[src/rtl/core/rtxq_pkg.sv]
// Shared types, constants and helper functions for the xterm-256 colour quantiser.
package rtxq_pkg;

  localparam int CHAN_W     = 8;
  localparam int IN_W       = 16;
  localparam int IDX_W      = 8;
  localparam int END_W      = 9;
  localparam int CFG_IDX_W  = 2;
  localparam int CFG_DATA_W = 9;
  localparam int DIGIT_W    = 3;
  localparam int STEP_W     = 5;
  localparam int SQ_W       = 16;
  localparam int DIST_W     = 18;
  localparam int COEF_W     = 24;
  localparam int ACC_W      = 32;
  localparam int REM_W      = 33;
  localparam int CNT_W      = 3;

  // reciprocal estimate of the luma quotient from the top dividend bits
  localparam int HI_LSB      = 16;
  localparam int EST_W       = 28;
  localparam int RECIP_SHIFT = 20;

  localparam logic [CFG_IDX_W-1:0] CFG_FIRST_INDEX = 2'd0;
  localparam logic [CFG_IDX_W-1:0] CFG_END_INDEX   = 2'd1;

  localparam logic [IDX_W-1:0] FIRST_RESET = 8'd16;
  localparam logic [END_W-1:0] END_RESET   = 9'd256;

  localparam logic [IDX_W-1:0] CUBE_BASE  = 8'd16;
  localparam logic [IDX_W-1:0] GRAY_BASE  = 8'd232;
  localparam logic [IDX_W-1:0] LAST_INDEX = 8'd255;

  // luma weights, numerator of the fixed-point gray estimate
  localparam logic [COEF_W-1:0] COEF_RED   = 24'd2613072;
  localparam logic [COEF_W-1:0] COEF_GREEN = 24'd8788810;
  localparam logic [COEF_W-1:0] COEF_BLUE  = 24'd887015;
  localparam logic [REM_W-1:0]  LUMA_DEN   = 33'd12288897;
  localparam logic [REM_W-1:0]  LUMA_DEN2  = 33'd24577794;
  // floor(2^36 / LUMA_DEN2): estimate is low by at most one
  localparam logic [EST_W-1:0]  LUMA_RECIP = 28'd2795;

  localparam logic [1:0] SEL_RED   = 2'd0;
  localparam logic [1:0] SEL_GREEN = 2'd1;
  localparam logic [1:0] SEL_BLUE  = 2'd2;

  typedef enum logic [3:0] {
    ST_IDLE,
    ST_MAC,
    ST_DIV_INIT,
    ST_DIV_EST,
    ST_DIV_FIX,
    ST_GSTEP,
    ST_EVAL_CUBE,
    ST_EVAL_GRAY,
    ST_SCAN,
    ST_DRAIN,
    ST_DONE
  } state_t;

  typedef enum logic [1:0] {
    EV_SCAN,
    EV_CUBE,
    EV_GRAY
  } ev_kind_t;

  typedef struct packed {
    logic              load;
    logic              mac;
    logic [1:0]        mac_sel;
    logic              div_init;
    logic              div_est;
    logic              div_fix;
    logic              gstep;
    logic              eval;
    ev_kind_t          ev_kind;
  } dp_cmd_t;

  typedef struct packed {
    logic fast;
    logic scan_last;
  } dp_status_t;

  function automatic logic [CHAN_W-1:0] sat_channel(input logic signed [IN_W-1:0] v);
    logic [CHAN_W-1:0] r;
    if (v[IN_W-1])
      r = '0;
    else if (v > 16'sd255)
      r = 8'd255;
    else
      r = v[CHAN_W-1:0];
    return r;
  endfunction

  // nearest cube level per channel
  function automatic logic [DIGIT_W-1:0] cube_step(input logic [CHAN_W-1:0] c);
    logic [DIGIT_W-1:0] s;
    if (c < 8'd48)       s = 3'd0;
    else if (c < 8'd115) s = 3'd1;
    else if (c < 8'd155) s = 3'd2;
    else if (c < 8'd195) s = 3'd3;
    else if (c < 8'd235) s = 3'd4;
    else                 s = 3'd5;
    return s;
  endfunction

  function automatic logic [CHAN_W-1:0] cube_level(input logic [DIGIT_W-1:0] d);
    logic [CHAN_W-1:0] v;
    case (d)
      3'd0:    v = 8'd0;
      3'd1:    v = 8'd95;
      3'd2:    v = 8'd135;
      3'd3:    v = 8'd175;
      3'd4:    v = 8'd215;
      default: v = 8'd255;
    endcase
    return v;
  endfunction

  // (gray-3)/10 clamped to 0..23, as a row of threshold compares
  function automatic logic [STEP_W-1:0] gray_step(input logic [CHAN_W-1:0] g);
    logic [STEP_W-1:0] s;
    s = '0;
    for (int k = 1; k < 24; k++) begin
      if ({1'b0, g} >= 9'(3 + 10 * k))
        s = STEP_W'(k);
    end
    return s;
  endfunction

  function automatic logic [CHAN_W-1:0] gray_level(input logic [STEP_W-1:0] k);
    logic [CHAN_W-1:0] kw;
    kw = {3'b000, k};
    return 8'd8 + (kw * 8'd10);
  endfunction

  function automatic logic [SQ_W-1:0] sq_diff(input logic [CHAN_W-1:0] a,
                                              input logic [CHAN_W-1:0] b);
    logic [CHAN_W-1:0] d;
    logic [SQ_W-1:0]   w;
    d = (a > b) ? (a - b) : (b - a);
    w = {8'b0, d};
    return w * w;
  endfunction

endpackage

[src/rtl/core/rgb_to_xterm256_quantizer_top.sv]
// Top level of the RGB to xterm-256 colour quantiser.
//
// A word is taken at a clock edge with start high and busy low: in_red,
// in_green and in_blue are signed and saturated to 0..255 on entry.
// One result word follows, shown for a single cycle with done high:
// out_red/out_green/out_blue are the saturated channels, color_index the
// chosen palette entry. The receiver cannot hold results off.
// Steps from the accepting edge to the done cycle:
//   full window (first_index 16, end_index 256): three multiply-accumulate
//   steps for luma, one setup, a reciprocal estimate and a correction
//   step, gray step, two candidate evaluations and drain;
//   any other window: one palette entry per cycle over all 240
//   entries 16..255 through the distance unit, plus drain.
// busy stays high until done has been shown; the next word is accepted
// the cycle after done.
// Register writes (cfg_write, cfg_index, cfg_data) take effect at once;
// the user must make them while idle (the block does not enforce it);
// unknown indexes are dropped. Reset returns controller to idle, window 16..256.
module rgb_to_xterm256_quantizer_top import rtxq_pkg::*; (
  input  logic                   clk,
  input  logic                   rst,
  input  logic                   start,
  output logic                   busy,
  input  logic signed [IN_W-1:0] in_red,
  input  logic signed [IN_W-1:0] in_green,
  input  logic signed [IN_W-1:0] in_blue,
  input  logic                   cfg_write,
  input  logic [CFG_IDX_W-1:0]   cfg_index,
  input  logic [CFG_DATA_W-1:0]  cfg_data,
  output logic                   done,
  output logic [CHAN_W-1:0]      out_red,
  output logic [CHAN_W-1:0]      out_green,
  output logic [CHAN_W-1:0]      out_blue,
  output logic [IDX_W-1:0]       color_index
);

  dp_cmd_t    cmd;
  dp_status_t status;

  rtxq_ctrl u_ctrl (
    .clk    (clk),
    .rst    (rst),
    .start  (start),
    .status (status),
    .busy   (busy),
    .done   (done),
    .cmd    (cmd)
  );

  rtxq_datapath u_datapath (
    .clk         (clk),
    .rst         (rst),
    .cfg_write   (cfg_write),
    .cfg_index   (cfg_index),
    .cfg_data    (cfg_data),
    .in_red      (in_red),
    .in_green    (in_green),
    .in_blue     (in_blue),
    .cmd         (cmd),
    .status      (status),
    .out_red     (out_red),
    .out_green   (out_green),
    .out_blue    (out_blue),
    .color_index (color_index)
  );

endmodule

[src/rtl/core/rtxq_datapath.sv]
// Datapath: config registers, luma accumulate and divide, distance unit and best-match tracking.
module rtxq_datapath import rtxq_pkg::*; (
  input  logic                        clk,
  input  logic                        rst,
  input  logic                        cfg_write,
  input  logic [CFG_IDX_W-1:0]        cfg_index,
  input  logic [CFG_DATA_W-1:0]       cfg_data,
  input  logic signed [IN_W-1:0]      in_red,
  input  logic signed [IN_W-1:0]      in_green,
  input  logic signed [IN_W-1:0]      in_blue,
  input  dp_cmd_t                     cmd,
  output dp_status_t                  status,
  output logic [CHAN_W-1:0]           out_red,
  output logic [CHAN_W-1:0]           out_green,
  output logic [CHAN_W-1:0]           out_blue,
  output logic [IDX_W-1:0]            color_index
);

  logic [IDX_W-1:0]   first_index;
  logic [END_W-1:0]   end_index;

  logic [CHAN_W-1:0]  red, green, blue;
  logic [DIGIT_W-1:0] cube_r, cube_g, cube_b;
  logic [ACC_W-1:0]   acc;
  logic [REM_W-1:0]   rem;
  logic [IDX_W-1:0]   quo;
  logic [STEP_W-1:0]  gstep;

  logic [IDX_W-1:0]   scan_idx;
  logic [DIGIT_W-1:0] scan_r, scan_g, scan_b;

  logic               ev_valid;
  logic [IDX_W-1:0]   ev_idx;
  logic [DIST_W-1:0]  ev_dist;
  logic [DIST_W-1:0]  least;
  logic [IDX_W-1:0]   best;

  logic [CHAN_W-1:0]  sat_r, sat_g, sat_b;
  logic [CHAN_W-1:0]  mac_chan;
  logic [COEF_W-1:0]  mac_coef;
  logic [ACC_W-1:0]   mac_prod;
  logic [EST_W-1:0]   est_prod;
  logic [REM_W-1:0]   fix_prod;
  logic [REM_W-1:0]   fix_rem;

  logic               cand_valid;
  logic [IDX_W-1:0]   cand_idx;
  logic [CHAN_W-1:0]  cand_r, cand_g, cand_b;
  logic [DIST_W-1:0]  cand_dist;

  // configuration registers
  always_ff @(posedge clk) begin
    if (rst) begin
      first_index <= FIRST_RESET;
      end_index   <= END_RESET;
    end else if (cfg_write) begin
      case (cfg_index)
        CFG_FIRST_INDEX: first_index <= cfg_data[IDX_W-1:0];
        CFG_END_INDEX:   end_index   <= cfg_data[END_W-1:0];
        default: ;
      endcase
    end
  end

  assign status.fast      = (first_index == FIRST_RESET) && (end_index == END_RESET);
  assign status.scan_last = (scan_idx == LAST_INDEX);

  assign sat_r = sat_channel(in_red);
  assign sat_g = sat_channel(in_green);
  assign sat_b = sat_channel(in_blue);

  always_comb begin
    case (cmd.mac_sel)
      SEL_RED: begin
        mac_chan = red;
        mac_coef = COEF_RED;
      end
      SEL_GREEN: begin
        mac_chan = green;
        mac_coef = COEF_GREEN;
      end
      SEL_BLUE: begin
        mac_chan = blue;
        mac_coef = COEF_BLUE;
      end
      default: begin
        mac_chan = '0;
        mac_coef = '0;
      end
    endcase
  end

  assign mac_prod = ACC_W'(mac_chan) * ACC_W'(mac_coef);
  assign est_prod = EST_W'(rem[REM_W-1:HI_LSB]) * LUMA_RECIP;
  assign fix_prod = REM_W'(quo) * LUMA_DEN2;
  assign fix_rem  = rem - fix_prod;

  // luma: accumulate, then (2*num + den) / (2*den) by reciprocal estimate and one correction
  always_ff @(posedge clk) begin
    if (cmd.load) begin
      red    <= sat_r;
      green  <= sat_g;
      blue   <= sat_b;
      cube_r <= cube_step(sat_r);
      cube_g <= cube_step(sat_g);
      cube_b <= cube_step(sat_b);
      acc    <= '0;
    end else if (cmd.mac) begin
      acc <= acc + mac_prod;
    end
    if (cmd.div_init)
      rem <= {acc, 1'b0} + LUMA_DEN;
    if (cmd.div_est)
      quo <= est_prod[RECIP_SHIFT +: IDX_W];
    else if (cmd.div_fix && (fix_rem >= LUMA_DEN2))
      quo <= quo + 8'd1;
    if (cmd.gstep)
      gstep <= gray_step(quo);
  end

  // candidate entry colour and index
  always_comb begin
    cand_valid = 1'b0;
    cand_idx   = '0;
    cand_r     = '0;
    cand_g     = '0;
    cand_b     = '0;
    case (cmd.ev_kind)
      EV_CUBE: begin
        cand_valid = 1'b1;
        cand_idx   = CUBE_BASE + (8'd36 * {5'b0, cube_r}) + (8'd6 * {5'b0, cube_g})
                     + {5'b0, cube_b};
        cand_r     = cube_level(cube_r);
        cand_g     = cube_level(cube_g);
        cand_b     = cube_level(cube_b);
      end
      EV_GRAY: begin
        cand_valid = 1'b1;
        cand_idx   = GRAY_BASE + {3'b0, gstep};
        cand_r     = gray_level(gstep);
        cand_g     = cand_r;
        cand_b     = cand_r;
      end
      EV_SCAN: begin
        cand_valid = (scan_idx >= first_index) && ({1'b0, scan_idx} < end_index);
        cand_idx   = scan_idx;
        if (scan_idx >= GRAY_BASE) begin
          cand_r = gray_level(STEP_W'(scan_idx - GRAY_BASE));
          cand_g = cand_r;
          cand_b = cand_r;
        end else begin
          cand_r = cube_level(scan_r);
          cand_g = cube_level(scan_g);
          cand_b = cube_level(scan_b);
        end
      end
      default: ;
    endcase
  end

  assign cand_dist = DIST_W'(sq_diff(cand_r, red)) + DIST_W'(sq_diff(cand_g, green))
                   + DIST_W'(sq_diff(cand_b, blue));

  // scan walker: palette index with its base-6 cube digits
  always_ff @(posedge clk) begin
    if (cmd.load) begin
      scan_idx <= CUBE_BASE;
      scan_r   <= '0;
      scan_g   <= '0;
      scan_b   <= '0;
    end else if (cmd.eval && (cmd.ev_kind == EV_SCAN)) begin
      scan_idx <= scan_idx + 8'd1;
      if (scan_b == 3'd5) begin
        scan_b <= '0;
        if (scan_g == 3'd5) begin
          scan_g <= '0;
          scan_r <= (scan_r == 3'd5) ? 3'd0 : scan_r + 3'd1;
        end else begin
          scan_g <= scan_g + 3'd1;
        end
      end else begin
        scan_b <= scan_b + 3'd1;
      end
    end
  end

  // distance stage, then compare stage; earlier entry wins ties
  always_ff @(posedge clk) begin
    if (rst)
      ev_valid <= 1'b0;
    else
      ev_valid <= cmd.eval && cand_valid;
  end

  always_ff @(posedge clk) begin
    ev_idx  <= cand_idx;
    ev_dist <= cand_dist;
    if (cmd.load) begin
      least <= '1;
      best  <= '0;
    end else if (ev_valid && (ev_dist < least)) begin
      least <= ev_dist;
      best  <= ev_idx;
    end
  end

  assign out_red     = red;
  assign out_green   = green;
  assign out_blue    = blue;
  assign color_index = best;

endmodule

[src/rtl/core/rtxq_ctrl.sv]
// Controller: sequences the luma divide and palette evaluation for each word.
module rtxq_ctrl import rtxq_pkg::*; (
  input  logic       clk,
  input  logic       rst,
  input  logic       start,
  input  dp_status_t status,
  output logic       busy,
  output logic       done,
  output dp_cmd_t    cmd
);

  state_t           state, state_next;
  logic [CNT_W-1:0] cnt, cnt_next;

  always_ff @(posedge clk) begin
    if (rst) begin
      state <= ST_IDLE;
      cnt   <= '0;
    end else begin
      state <= state_next;
      cnt   <= cnt_next;
    end
  end

  always_comb begin
    state_next  = state;
    cnt_next    = cnt;
    cmd         = '0;
    cmd.ev_kind = EV_SCAN;
    busy        = 1'b1;
    done        = 1'b0;
    case (state)
      ST_IDLE: begin
        busy = 1'b0;
        if (start) begin
          cmd.load   = 1'b1;
          cnt_next   = '0;
          state_next = status.fast ? ST_MAC : ST_SCAN;
        end
      end
      ST_MAC: begin
        cmd.mac     = 1'b1;
        cmd.mac_sel = cnt[1:0];
        cnt_next    = cnt + 3'd1;
        if (cnt == 3'd2)
          state_next = ST_DIV_INIT;
      end
      ST_DIV_INIT: begin
        cmd.div_init = 1'b1;
        state_next   = ST_DIV_EST;
      end
      ST_DIV_EST: begin
        cmd.div_est = 1'b1;
        state_next  = ST_DIV_FIX;
      end
      ST_DIV_FIX: begin
        cmd.div_fix = 1'b1;
        state_next  = ST_GSTEP;
      end
      ST_GSTEP: begin
        cmd.gstep  = 1'b1;
        state_next = ST_EVAL_CUBE;
      end
      ST_EVAL_CUBE: begin
        cmd.eval    = 1'b1;
        cmd.ev_kind = EV_CUBE;
        state_next  = ST_EVAL_GRAY;
      end
      ST_EVAL_GRAY: begin
        cmd.eval    = 1'b1;
        cmd.ev_kind = EV_GRAY;
        state_next  = ST_DRAIN;
      end
      ST_SCAN: begin
        cmd.eval    = 1'b1;
        cmd.ev_kind = EV_SCAN;
        if (status.scan_last)
          state_next = ST_DRAIN;
      end
      ST_DRAIN: begin
        state_next = ST_DONE;
      end
      ST_DONE: begin
        done       = 1'b1;
        state_next = ST_IDLE;
      end
      default: begin
        state_next = ST_IDLE;
      end
    endcase
  end

endmodule
[config.mk]
export PLATFORM = sky130hd
export DESIGN_NAME = rgb_to_xterm256_quantizer_top
export DESIGN_NICKNAME = d
export VERILOG_FILES = /design/src/rtl/core/rtxq_pkg.sv /design/src/rtl/core/rgb_to_xterm256_quantizer_top.sv /design/src/rtl/core/rtxq_datapath.sv /design/src/rtl/core/rtxq_ctrl.sv
export SDC_FILE = /design/constraint.sdc
export NUM_CORES = 2
export LEC_CHECK = 0
export BUFFER_PORTS_ARGS = -buffer_cell sky130_fd_sc_hd__buf_2
export CELL_PAD_IN_SITES_DETAIL_PLACEMENT = 0
export CELL_PAD_IN_SITES_GLOBAL_PLACEMENT = 1
export CORE_MARGIN = 3
export CORE_UTILIZATION = 40
export DETAILED_ROUTE_END_ITERATION = 10
export PLACE_DENSITY_LB_ADDON = 0.25
export SYNTH_ARGS = -nofsm -noshare
export SYNTH_HDL_FRONTEND = slang
export SYNTH_SLANG_ARGS = --single-unit
[constraint.sdc]
create_clock -name clk -period 12.9 [get_ports clk]
set_input_delay 0.645 -clock clk [delete_from_list [all_inputs] [get_ports clk]]
set_output_delay 0.645 -clock clk [all_outputs]
set_load 0.02 [all_outputs]
Word level (Yosys, flattened, before mapping)
Cells that the tools add are included.

storage, ports and cells
  flip-flop bits (word level) = 205
  input port bits = 63
  output and inout port bits = 34
  word-level logic and storage cells = 279

cells by class
  add/subtract/negate cells = 24
  multiply operators = 10
  magnitude comparators = 49
  equal/unequal tests = 49
  multiplexer cells = 81
  reductions and logical operators = 34

operator list
  operator                  count
  $pmux W8 S5               6
  $pmux W8 S3               5
  $mux W8                   14
  $ge A8 B8 Y1 const B      12
  $lt A8 B8 Y1 const B      9
  $pmux W24 S3              1
  $ge A8 B7 Y1 const B      6
  $gt A16 B9 Y1 const B     3
  $mul A8 B8 Y16            3
  $mux W4                   12
  $sub A8 B8 Y8             6
  $pmux W4 S10              1
  $eq A3 B2 Y1 const B      13
  $mux W3                   13
  $add A33 B24 Y33 const B  1
  $ge A33 B25 Y1 const B    1
  $sub A33 B33 Y33          1
  $add A32 B32 Y32          1
  $ge A8 B6 Y1 const B      4
  $mul A8 B24 Y32           1
  $mul A8 B24 Y32 const B   1
  $mul A17 B12 Y28 const B  1
  $eq A3 B3 Y1 const B      9
  $gt A8 B8 Y1              3
  47 further kinds          120

Longest topological paths before layout
  depth in word-level cells = 23
  gate-level depth with buffers = 55
  mapped depth without buffers = 52

Modules after synthesis
Synthesis repeated with hierarchy kept, for this count alone.

unflattened totals
  cell total of the unflattened synthesis = 3528
  area total of the unflattened synthesis = 31781.7 um2

modules (own cells, without submodules)
  module         instances  cells an instance  area an instance (um2)  sequential area each (um2)
  rtxq_datapath  1          3458               31262.5                 4724.5
  rtxq_ctrl      1          70                 519.2                   140.1

Worst setup path before layout
Ideal clock, no wire load.

  path type = flip-flop to flip-flop
  start point = reg u_datapath.scan_idx[3]
  end point = reg u_datapath.ev_dist[17]
  library setup time = 79 ps
  arrival = 12159 ps
  data required time = 12821 ps
  setup slack = 662 ps
  cell stages (with the launch flop) = 53
  path buffers = 2
  clock period less this slack = 12238 ps
  cells stage by stage = dfxtp_1 > clkbuf_1 > inv_1 > ha_1 > ha_1 > fa_1 > xor2_1 > o21ai_0 > a21o_1 > a31o_2 > inv_1 > ha_1 > nand3_1 > o221ai_1 > a21oi_1 > a21oi_1 > buf_2 > mux2i_1 > [17 not listed] > fa_1 > inv_1 > fa_1 > inv_1 > fa_1 > inv_1 > fa_1 > inv_1 > ha_1 > a21boi_0 > o21ai_1 > a21boi_0 > o21ai_1 > a21boi_0 > o21ai_1 > a21o_1 > a211o_1 > o211ai_1

between the ends
  word-level cells in the longest chain between the ends = 10
  elaborated cells between the ends (all ways) = 27
  those cells by class = add/sub: 10; mul: 4; order compare: 4; mux: 9

RTL lines
  item                                           RTL line              text
  start: declaration                             rtxq_datapath.sv:29   logic [IDX_W-1:0] scan_idx;
  start signal: assignment                       rtxq_datapath.sv:172  scan_idx <= scan_idx + 8'd1;
  $sub A5 B4 Y5                                  rtxq_datapath.sv:148  cand_r = gray_level(STEP_W'(scan_idx - GRAY_BASE));
  $mul A5 B3 Y7                                  rtxq_pkg.sv:134       return 8'd8 + (kw * 8'd10);
  $add A4 B8 Y8                                  rtxq_pkg.sv:134
  $mux W8                                        rtxq_datapath.sv:147  if (scan_idx >= GRAY_BASE) begin
  $pmux W8 S3                                    rtxq_datapath.sv:128  case (cmd.ev_kind)
  $sub A8 B8 Y8 or $gt A8 B8 Y1 (tied branches)  rtxq_pkg.sv:141       d = (a > b) ? (a - b) : (b - a);
  $mux W8                                        rtxq_pkg.sv:141
  $mul A8 B8 Y16                                 rtxq_pkg.sv:143       return w * w;
  $add A16 B16 Y17                               rtxq_datapath.sv:161  assign cand_dist = DIST_W'(sq_diff(cand_r, red)) + DIST_W'(sq_diff(cand_g, green))
  $add A18 B16 Y18 *                             rtxq_datapath.sv:162  + DIST_W'(sq_diff(cand_b, blue));
  net u_datapath.cand_dist[17]                   rtxq_datapath.sv:49   logic [DIST_W-1:0] cand_dist;
  end signal: assignment                         rtxq_datapath.sv:197  ev_dist <= cand_dist;
  end: declaration                               rtxq_datapath.sv:34   logic [DIST_W-1:0] ev_dist;

The timed path passes the listed nets; every way through them passes the cells marked *.
A chain may end at the register's enable or synchronous reset.

Final worst setup path
  start point = reg u_datapath.scan_idx[3]
  end point = reg u_datapath.ev_dist[16]

Same word-level chain as after synthesis.

==> flow_metrics.py <==
metrics = {
    "status": {
        "status": "finished clean",
    },
    "logic_synthesis": {
        "yosysSeqAreaShare": 0.154,
        "yosys-top-cells-area": "fa_1 (24%), ha_1 (19%), inv_1 (8.3%), dfxtp_1 (8.0%), edfxtp_1 (7.4%)",
        "synth_mux_area_frac": 0.0179,
        "syn-cell-area_mm2": 0.0315,
        "syn_nets": 4435,
        "synth_top_cells_by_count": "inv_1 (698), ha_1 (479), fa_1 (381), nor2_1 (271), nand2_1 (225)",
        "syn_inst": 3512,
        "synth_top_area_cell": "fa_1",
        "synth_seq_cells": 204,
        "yosysWarnings": 0,
        "synth_simple_gate_area_frac": 0.125,
        "synth_edf_count": 78,
        "synth_area_per_cell_um2": 8.97,
        "synthAdderAreaFrac": 0.433,
        "synth_top_family_by_area": "adder cells",
        "synth_xor_area_frac": 0.0489,
        "synth.most_common_cell": "inv_1",
        "synthArstFlopShare": 0,
        "synth.distinct_cells": 94,
        "synthFlopType": "dfxtp_1",
        "synth_top_area_share": 0.242,
        "synth_compound_area_frac": 0.128,
    },
    "route": {
        "met2WireLength_mm": 39.0,
        "avgViaCountPerCell": 5.05,
        "dr_wl_met3_mm": 4.07,
        "ant_nets": 0,
        "num_vias": 23700,
        "wl_met1_mm": 38.4,
        "dr.pass1.iters": 8,
        "drc": 0,
        "wl_per_cell_um": 17.7,
        "top_layer": "met4",
        "wirelength_mm": 82.9,
        "first_iter_violations": 1353,
    },
    "placement": {
        "gp_congestion": 0.908,
        "pre_cts_ws_ns": -0.0369,
        "io_buffers": 96,
        "dp_hpwl_mm": 71.2,
        "dp.cells": 4636,
    },
    "timing": {
        "drv_slew": 0,
        "max_freq_mhz": 81.2,
        "hold_violations": 0,
        "fin_ws_ns": 0.585,
        "slew_headroom": 0.271,
        "min_period_over_period": 0.955,
        "fin_worst_skew_ns": 0.0206,
        "worstMarginPinSlew_ns": 1.08,
        "finalSetupViolations": 0,
        "period_needed_ns": 12.31,
    },
    "floorplan": {
        "fp.dieArea_mm2": 0.0821,
        "start_util": 0.405,
        "core_area_mm2": 0.0777,
        "die_w_um": 287,
        "die_h_um": 287,
        "boundaryPins": 97,
        "rows": 102,
    },
    "layout": {
        "fin_cells": 4690,
        "nets": 4550,
        "areaGrowthSynthToFinish_pct": 9.75,
        "layout-drive-gt1-share": 0.0768,
        "fin_util": 0.445,
        "fillers": 7719,
    },
    "setup_path": {
        "critical_path_arrival_ns": 12.83,
        "slowest_delay_ns": 0.55,
        "worstSetupStartpointType": "register",
        "worstSetupPathType": "reg -> reg",
        "crit_required_ns": 13.41,
        "cp_max_fo": 7,
        "critPathCaptureType": "register",
        "cp_common_cell": "fa_1",
        "critPathSlowestCell": "fa_1",
    },
    "clocking": {
        "holdBufCountCts": 0,
        "cts.sinks": 204,
        "clock_latency_ns": 0.59,
        "clk_path_buf_depth": 3,
        "cts_tree": "done",
        "cts-root-buf": "clkbuf_16",
        "numCtsBuffers": 27,
        "path_clk_slew_ns": 0.06,
        "htree_levels": 1,
    },
    "grt": {
        "gr-usage-all-layers": 0.202,
        "grt_pass1_wl_mm": 131,
        "grt_start_max_net_pins": 55,
        "grt_overflow": 0,
        "first_global_vias": 23800,
        "grt_antenna_before_repair": 2,
    },
    "hold_path": {
        "min_path_type": "in -> reg",
    },
    "run": {
        "maxCapViolations": 0,
    },
}
-- placed cells by master, fill, tap and decap left out, types with 11 or more instances in the layout --
cell type	synthesis	layout
dfxtp_1	126	126
a211oi_1	15	15
a31oi_1	21	19
or2_2	18	18
buf_2	6	96
nand2_1	225	225
a222oi_1	11	11
xnor2_1	99	95
a21oi_1	158	153
clkbuf_16	0	27
inv_1	698	698
mux2i_1	53	52
nor2b_1	37	37
o211ai_1	15	15
o21bai_1	29	29
and3_1	11	11
o21a_1	13	13
xor2_1	73	73
nand3_1	73	73
buf_4	0	56
o21ai_0	88	86
nor3_1	42	40
a21o_1	74	74
o21ai_1	33	34
a31o_2	13	13
and2_1	33	33
edfxtp_1	78	78
nor2_1	271	271
nand4_1	22	22
o31ai_1	19	19
nor4_1	17	17
ha_1	479	478
fa_1	381	381
nand2b_1	41	41
-- state kept, by name, indices dropped and copies added, names as in the netlist, 9 cells and up --
name,count
u_datapath.rem,32
u_datapath.end_index,9
u_datapath.acc,32
u_datapath.least,18
u_datapath.ev_dist,18
-- layout make-up --
cell class,instances,area [um^2],share of cell area
multi-input cells,2534,23800,0.690
well taps,1040,1300,0.0377
clock inverters,18,256,0.00742
diodes,2,5.00,0.000145
inverters,707,2660,0.0768
clock buffers,32,728,0.0211
flip-flops and latches,204,4860,0.141
repair buffers,153,912,0.0264
-- critical path, delay by kind of cell (launching register included) --
family	cells	cell delay [ns]
flops	1	0.33
xor+xnor	4	0.64
buf+inv	11	0.79
compound gates	11	2.00
simple gates	7	1.02
mux	1	0.34
fa+ha+maj	16	7.10
-- cell families (layout without fill, tap and decap cells) --
logic type               Yosys count  after routing
AO/OA/AOI/OAI                    602            602
XOR/XNOR                         174            174
adder cells (fa/ha/maj)          861            861
buffers and inverters            774            910
flip-flops                       204            204
multiplexers                      56             56
other                              0              2
AND/OR/NAND/NOR                  841            841
-- per-layer routing --
layer / GRT usage / up-vias
met2: 0.339 / 496
met3: 0.0219 / 70
li1: - / 11800
met4: 0.0407 / 0
met1: 0.283 / 11300
met5: 0 / -
-- metrics by stage --
stage          area, um^2  setup TNS (ns)  hold WS [ns]
2_1_floorplan       31500               0         0.408
3_5_place_dp        33500         -0.0369         0.426
5_1_grt             34600         -0.0586         0.293
4_1_cts             34500               0         0.272
3_3_place_gp        33500               0         0.414
6_report            34600               0         0.309
-- path summary, 6_finish.rpt --
path                                                           from                                     end  slack, ns  cells past startpoint
worst min register to register         u_datapath.ev_idx[0]$_DFF_P_  u_datapath.color_index[0]$_SDFFE_PP0P_       0.45                      2
worst min-delay path                                    cfg_data[4]  u_datapath.first_index[4]$_SDFFE_PP1P_       0.31                      2
worst max-delay path            u_datapath.scan_idx[3]$_SDFFE_PP0P_          u_datapath.ev_dist[16]$_DFF_P_       0.59                     50
worst max register to register  u_datapath.scan_idx[3]$_SDFFE_PP0P_          u_datapath.ev_dist[16]$_DFF_P_       0.59                     50
-- timing repair --
item	CTS	global route
setup endpoints to repair	2	7
setup buffers	0	2
pin swaps	0	4
gates resized for setup	4	21
Power is not shown: default switching activity piles up to over one toggle a cycle in this logic, so the estimate is an artifact.
